==> src/sv/gcr_pkg.sv <==
// Shared types, codes and helpers for the glyph coverage to RGB565 converter.
// No dependencies; imported by RAM, top level, checker and bench.
package gcr_pkg;

    localparam int unsigned BYTE_W    = 8;
    localparam int unsigned PIXEL_W   = 16;
    localparam int unsigned TBL_DEPTH = 256;
    localparam int unsigned TBL_AW    = $clog2(TBL_DEPTH);

    // source_mode codes
    localparam logic [1:0] MODE_MONO = 2'd0;
    localparam logic [1:0] MODE_GRAY = 2'd1;
    localparam logic [1:0] MODE_LCD  = 2'd2;

    // configuration register indexes
    localparam logic [1:0] CFG_SOURCE_MODE     = 2'd0;
    localparam logic [1:0] CFG_BGR_ORDER       = 2'd1;
    localparam logic [1:0] CFG_PREBLEND_ENABLE = 2'd2;

    // op codes
    localparam logic OP_CONVERT     = 1'b0;
    localparam logic OP_TABLE_WRITE = 1'b1;

    // table select codes
    localparam logic [1:0] TBL_RED   = 2'd0;
    localparam logic [1:0] TBL_GREEN = 2'd1;
    localparam logic [1:0] TBL_BLUE  = 2'd2;

    localparam logic [PIXEL_W-1:0] PIXEL_FULL = '1;
    localparam logic [PIXEL_W-1:0] PIXEL_NONE = '0;

    // one gamma table port request
    typedef struct packed {
        logic              we;
        logic [TBL_AW-1:0] waddr;
        logic [BYTE_W-1:0] wdata;
        logic              re;
        logic [TBL_AW-1:0] raddr;
    } t_ram_req;

    function automatic logic [PIXEL_W-1:0] pack565(
        input logic [BYTE_W-1:0] r,
        input logic [BYTE_W-1:0] g,
        input logic [BYTE_W-1:0] b
    );
        pack565 = {r[7:3], g[7:2], b[7:3]};
    endfunction

endpackage

==> src/sv/gcr_gamma_ram.sv <==
// One 256 x 8 gamma table: one write port, one read port, registered read data.
// Depends on gcr_pkg.
module gcr_gamma_ram (
    input  logic                         i_clk,
    input  gcr_pkg::t_ram_req            i_req,
    output logic [gcr_pkg::BYTE_W-1:0]   o_rdata
);
    import gcr_pkg::*;

    logic [BYTE_W-1:0] r_mem [TBL_DEPTH];
    logic [BYTE_W-1:0] r_rdata;

    always_ff @(posedge i_clk) begin
        if (i_req.we) begin
            r_mem[i_req.waddr] <= i_req.wdata;
        end
    end

    always_ff @(posedge i_clk) begin
        if (i_req.re) begin
            r_rdata <= r_mem[i_req.raddr];
        end
    end

    assign o_rdata = r_rdata;

endmodule

==> config.mk <==
export PLATFORM = sky130hd
export DESIGN_NAME = gcr_gamma_ram
export DESIGN_NICKNAME = d
export VERILOG_FILES = /design/src/sv/gcr_pkg.sv /design/src/sv/gcr_gamma_ram.sv
export SDC_FILE = /design/constraint.sdc
export NUM_CORES = 2
export LEC_CHECK = 0
export BUFFER_PORTS_ARGS = -buffer_cell sky130_fd_sc_hd__buf_2
export CAP_MARGIN = 20
export CELL_PAD_IN_SITES_DETAIL_PLACEMENT = 1
export CELL_PAD_IN_SITES_GLOBAL_PLACEMENT = 2
export CORE_MARGIN = 1.5
export CORE_UTILIZATION = 42
export CTS_CLUSTER_DIAMETER = 100
export DETAILED_ROUTE_END_ITERATION = 12
export HOLD_SLACK_MARGIN = 0.02
export PLACE_DENSITY_LB_ADDON = 0.25
export SLEW_MARGIN = 10
export SYNTH_ARGS = -nofsm -noshare
export SYNTH_HDL_FRONTEND = slang
export SYNTH_SLANG_ARGS = --single-unit
==> constraint.sdc <==
create_clock -name i_clk -period 3.1 [get_ports i_clk]
set_clock_uncertainty 0.2 [all_clocks]
set_input_delay 0.62 -clock i_clk [delete_from_list [all_inputs] [get_ports i_clk]]
set_output_delay 0.62 -clock i_clk [all_outputs]
set_load 0.03 [all_outputs]
# --- Word level (Yosys, flattened, before mapping) ---
# Memories as Yosys holds them, arrays and structs flattened. A register that Yosys moved wholly into a read port is not among the register bits.
# Cells that the tools add are included.
classes:
  mux: 2
op_table:
  columns: ["cell", "count"]
  rows:
  - ["$mux 1", 2]
totals:
  ff_bits: 0
  ramBits: 2048
  output_inout_bits: 8
  memories: 1
mem_list:
  columns: ["memory", "words", "width", "rd", "rd_clocked_by_memory_dff", "write_ports", "line", "rtl"]
  rows:
  - ["r_mem", 256, 8, 1, 1, 1, "gcr_gamma_ram.sv:10", "logic [BYTE_W-1:0] r_mem [TBL_DEPTH];"]

# --- Logic depth before layout (Yosys ltp) ---
depth:
  depth_word: 2
  ltp_mapped: 11

# --- Worst setup path after synthesis ---
# OpenSTA, ideal clock, no wires.
synth_timing:
  path_type: "input -> register"
  startpoint: "in i_req[0] (netlist bit)"
  endpoint: "reg r_rdata[2], in the netlist o_rdata[2] (read register of r_mem), data pin"
  setup_ns: 0.269
  arrival_time_ns: 2.427
  path_slack_ns: 0.204
  cell_stages: 9
  cell_sequence: "buf_6 > buf_12 > buf_8 > buf_2 > mux4_2 > a22oi_1 > a21oi_1 > nor4_1 > nor4_2"
synth_lines:
  columns: ["item", "line", "rtl"]
  rows:
  - ["start: declaration", "gcr_gamma_ram.sv:5", "input gcr_pkg::t_ram_req i_req,"]
  - ["end: declaration", "gcr_gamma_ram.sv:11", "logic [BYTE_W-1:0] r_rdata;"]

==> metrics <==
via count of the first global-routing pass around 44k; setup violation total in the final timing report 0; DRT antenna net count 0; height of the die between 400 and 500 um; total stage count of the critical path 13; total clock buffers created by CTS roughly 210; buffers and inverters on the worst path 7; DIE AREA a little under 200000 um^2; clock tree from TritonCTS built; cell count after synthesis between 3k and 4k; count of boundary I/O pins 35; setup repair after global routing missed its margin no; Worst Max-Slew Pin Slew approximately 0.94 ns; endpoint kind of the worst setup timing path flop; Setup Fix Bufs, Post-CTS 0; PnR worst setup slack 0.0416 ns; final hold viol count 0; type of element launching the critical path input pin; VDD IR-drop max 540 uV; terminus of the critical flop-to-flop path o_rdata[4]; initial drt markers approximately 4.4k; layout overhead on the synthesized area 19.6%; HPWL after detailed placement 151000 um; async set-or-reset flop fraction in the synthesized netlist 0%; cell-by-cell listing of the critical path buf_8 -> buf_12 -> buf_12 -> buf_12 -> buf_4 -> mux2i_1 -> o221ai_1 -> buf_4 -> nand2_1 -> a21oi_1 -> nor4_1 -> buf_4 -> nor4_1; number of antenna violations at the first check in global routing 12; largest net degree at the start of global routing between 100 and 150; share of final-layout standard cells stronger than drive strength 1 ~33%; area of the placeable core 188000 um^2; via count of the routed design a little over 40k; max-cap violations 0; Setup Crit Path Kind input pin to flop; standby leakage power between 30 and 40 nW; net count of the finished layout between 4k and 5k; vias per std cell a little under 6; Post-DP Area 88700 um^2; width of the die around 440 um; number of enable flip-flop cells after synthesis ~2.1k; Clock H-tree levels 4; synthesized netlist net count around 3.8k; final worst path period share about 100%; global-route wire length before repair between 300000 and 400000 um; Crit Reg-Reg Startpoint r_mem[67][4]; critical path peak fanout 22; storage element area just over 60000 um^2; worst relative slew slack a little under two fifths; Congestion Overflow GR 0; Worst Hold Path EP r_mem[92][7]; slowest library cell on the worst path sky130_fd_sc_hd__nor4_1; clock-pin transition on the worst setup and hold timing paths 0.06 ns; Longest Clk Path Bufs 3; delay of the slowest cell on the worst path ~0.66 ns; number of instances on the worst hold path 1; Worst Reg-to-Reg Cells 6; Std-Cell Rows about 160; min Tclk post-route around 3.1 ns; post-place setup slack -1.11 ns; most common flop cell mapped by yosys sky130_fd_sc_hd__edfxtp_1; maximum frequency from static timing analysis 327 MHz; global-route usage over all layers between 20% and 30%; Synth Register Bits about 2.1k; Mapped Area between 70000 and 80000 um^2; post-synthesis sequential area ratio just under 80%; Min-Delay Startpoint i_req[16]; I/O Buffers 34; clock root buffer sky130_fd_sc_hd__clkbuf_16; detailed-route wire length per cell approximately 31 um; total area of multi-input combinational cells between 15000 and 20000 um^2; source-to-sink clock delay at the later pin of the worst-skew pair 0.88 ns; Cell variety after synth 54; type of the most critical hold path input pin to flop; number of warning messages in the yosys log 0; reg-to-reg setup timing slack roughly 0.090 ns; commonest cells after routing, fill and taps aside sky130_fd_sc_hd__edfxtp_1, sky130_fd_sc_hd__buf_4, sky130_fd_sc_hd__mux4_2, sky130_fd_sc_hd__nor2_1, sky130_fd_sc_hd__clkbuf_16; Final Cell Area between 90000 and 100000 um^2; Data required, critical path ~3.5 ns; number of sinks driven by the clock tree around 2.1k; number of optimization iterations in the first detailed-route pass 5; Final Power 58.1 mW; filler cell count roughly 17k; leading cell type in the layout, fill and taps excluded sky130_fd_sc_hd__edfxtp_1; initial cell density of the core roughly 42%; Slew Viols, Final 0; status complete, no violations; DRC violations left 0; power per unit of standard cell area slightly above 600 nW/um^2; last weighted congestion value of the routability-driven placer ~0.83; total wirelength of the detailed-routed design around 230000 um; Top delay family on crit path buffers and inverters; Crit path arrival time roughly 3.5 ns; syn avg cell area approximately 21 um^2
-- power breakdown --
part	switching [mW]	internal, mW	total [mW]
clock network	10.7	13.2	23.9
logic	2.06	1.39	3.45
registers	0.0492	30.7	30.7
total	12.8	45.3	58.1
-- logic make-up (layout without fill, tap and decap cells) --
| family | after synthesis | in the layout | synth area share [%] |
|---|---|---|---|
| DFF | 2056 | 2056 | 77.5 |
| muxes | 591 | 591 | 14.6 |
| and+or+nand+nor | 466 | 466 | 2.63 |
| AOI/OAI and AO/OA | 385 | 385 | 3.42 |
| buffers and inverters | 235 | 1196 | 1.83 |
| other | 0 | 2 | 0 |
-- Yosys cell counts, types with 2 or more instances --
master,count,share of area [%]
sky130_fd_sc_hd__o22ai_1,28,0.22
sky130_fd_sc_hd__a22o_1,8,0.088
sky130_fd_sc_hd__buf_6,21,0.30
sky130_fd_sc_hd__buf_8,13,0.25
sky130_fd_sc_hd__o32ai_1,4,0.044
sky130_fd_sc_hd__clkbuf_1,111,0.52
sky130_fd_sc_hd__a31oi_1,2,0.016
sky130_fd_sc_hd__o22a_1,5,0.055
sky130_fd_sc_hd__and3b_1,2,0.022
sky130_fd_sc_hd__o221ai_1,46,0.51
sky130_fd_sc_hd__nand4_1,10,0.079
sky130_fd_sc_hd__or2_2,4,0.031
sky130_fd_sc_hd__buf_2,31,0.19
sky130_fd_sc_hd__a22oi_1,133,1.3
sky130_fd_sc_hd__nor4_1,24,0.19
sky130_fd_sc_hd__mux4_1,2,0.066
sky130_fd_sc_hd__o21ai_1,2,0.013
sky130_fd_sc_hd__buf_12,8,0.20
sky130_fd_sc_hd__and2_1,6,0.047
sky130_fd_sc_hd__o21ai_0,10,0.063
sky130_fd_sc_hd__mux2i_1,134,1.7
sky130_fd_sc_hd__nor3_1,22,0.14
sky130_fd_sc_hd__o211ai_1,10,0.094
sky130_fd_sc_hd__buf_1,22,0.10
sky130_fd_sc_hd__edfxtp_1,2056,78
sky130_fd_sc_hd__nand2_1,33,0.16
sky130_fd_sc_hd__a21oi_1,96,0.60
sky130_fd_sc_hd__a211oi_1,16,0.15
sky130_fd_sc_hd__nand2b_1,8,0.063
sky130_fd_sc_hd__a221oi_1,13,0.14
sky130_fd_sc_hd__nor4_2,3,0.047
sky130_fd_sc_hd__a2111oi_1,2,0.025
sky130_fd_sc_hd__nor2b_1,31,0.24
sky130_fd_sc_hd__nand3_1,34,0.21
sky130_fd_sc_hd__nand3b_1,2,0.019
sky130_fd_sc_hd__nor2_1,282,1.3
sky130_fd_sc_hd__mux4_2,454,13
sky130_fd_sc_hd__a311oi_1,2,0.022
sky130_fd_sc_hd__a2111oi_0,2,0.022
sky130_fd_sc_hd__buf_4,27,0.25
-- stage by stage --
stage	hold WS, ns	TNS, ns	utilization [%]	cells
2_1_floorplan	0.519	0	-	3733
3_3_place_gp	0.826	-7.01	47.2	6808
3_5_place_dp	0.830	-6.39	47.2	6809
4_1_cts	0.0430	0	50.6	7188
5_1_grt	0.0614	0	50.6	7190
6_report	0.0314	0	50.6	7191
-- how the worst max path moves through the flow --
| stage | start | endpoint | slack, ns |
|---|---|---|---|
| after global placement | i_req[0] | o_rdata[1] | -1.42 |
| after floorplan | i_req[0] | o_rdata[2] | 0.20 |
| final | i_req[0] | o_rdata[4] | 0.04 |
| after CTS | i_req[0] | o_rdata[0] | 0.03 |
| after global routing | i_req[0] | o_rdata[0] | 0.004 |
| after detailed placement | i_req[0] | o_rdata[3] | -1.11 |
-- cell type report --
class / count / area share [%]
clock buffer: 257 / 5.77
timing repair buffer: 820 / 7.74
inverter: 2 / 0.00788
sequential: 2056 / 64.8
antenna: 2 / 0.00526
multi-input combinational: 1442 / 17.4
tap: 2495 / 3.28
clock inverter: 117 / 0.995
-- repair_timing --
action,in CTS,in global routing
hold buffers,5,0
endpoints found under the setup margin,2,1
endpoints found under the hold margin,156,0
pin swaps,0,0
resized for setup,2,1
cloned,0,0
-- worst register-to-register path: stages (launching register included) --
cell,delay (ns)
sky130_fd_sc_hd__edfxtp_1,0.36
sky130_fd_sc_hd__mux4_2,0.49
sky130_fd_sc_hd__mux4_2,0.51
sky130_fd_sc_hd__nor2b_1,0.21
sky130_fd_sc_hd__nor4_1,0.71
sky130_fd_sc_hd__buf_4,0.22
sky130_fd_sc_hd__nor4_1,0.05
-- registers in the layout, indices dropped and copies added (netlist names) --
name and cells:
r_mem 2048, o_rdata 8
-- layer usage --
metal / part of all wire [%] / GRT usage, %
met3: 5.7 / 3.58
met4: 2.7 / 6.77
met1: 43 / 33.9
met5: 0.0049 / 0
met2: 49 / 38.1
No activity file was read; power rests on OpenSTA's default activity.
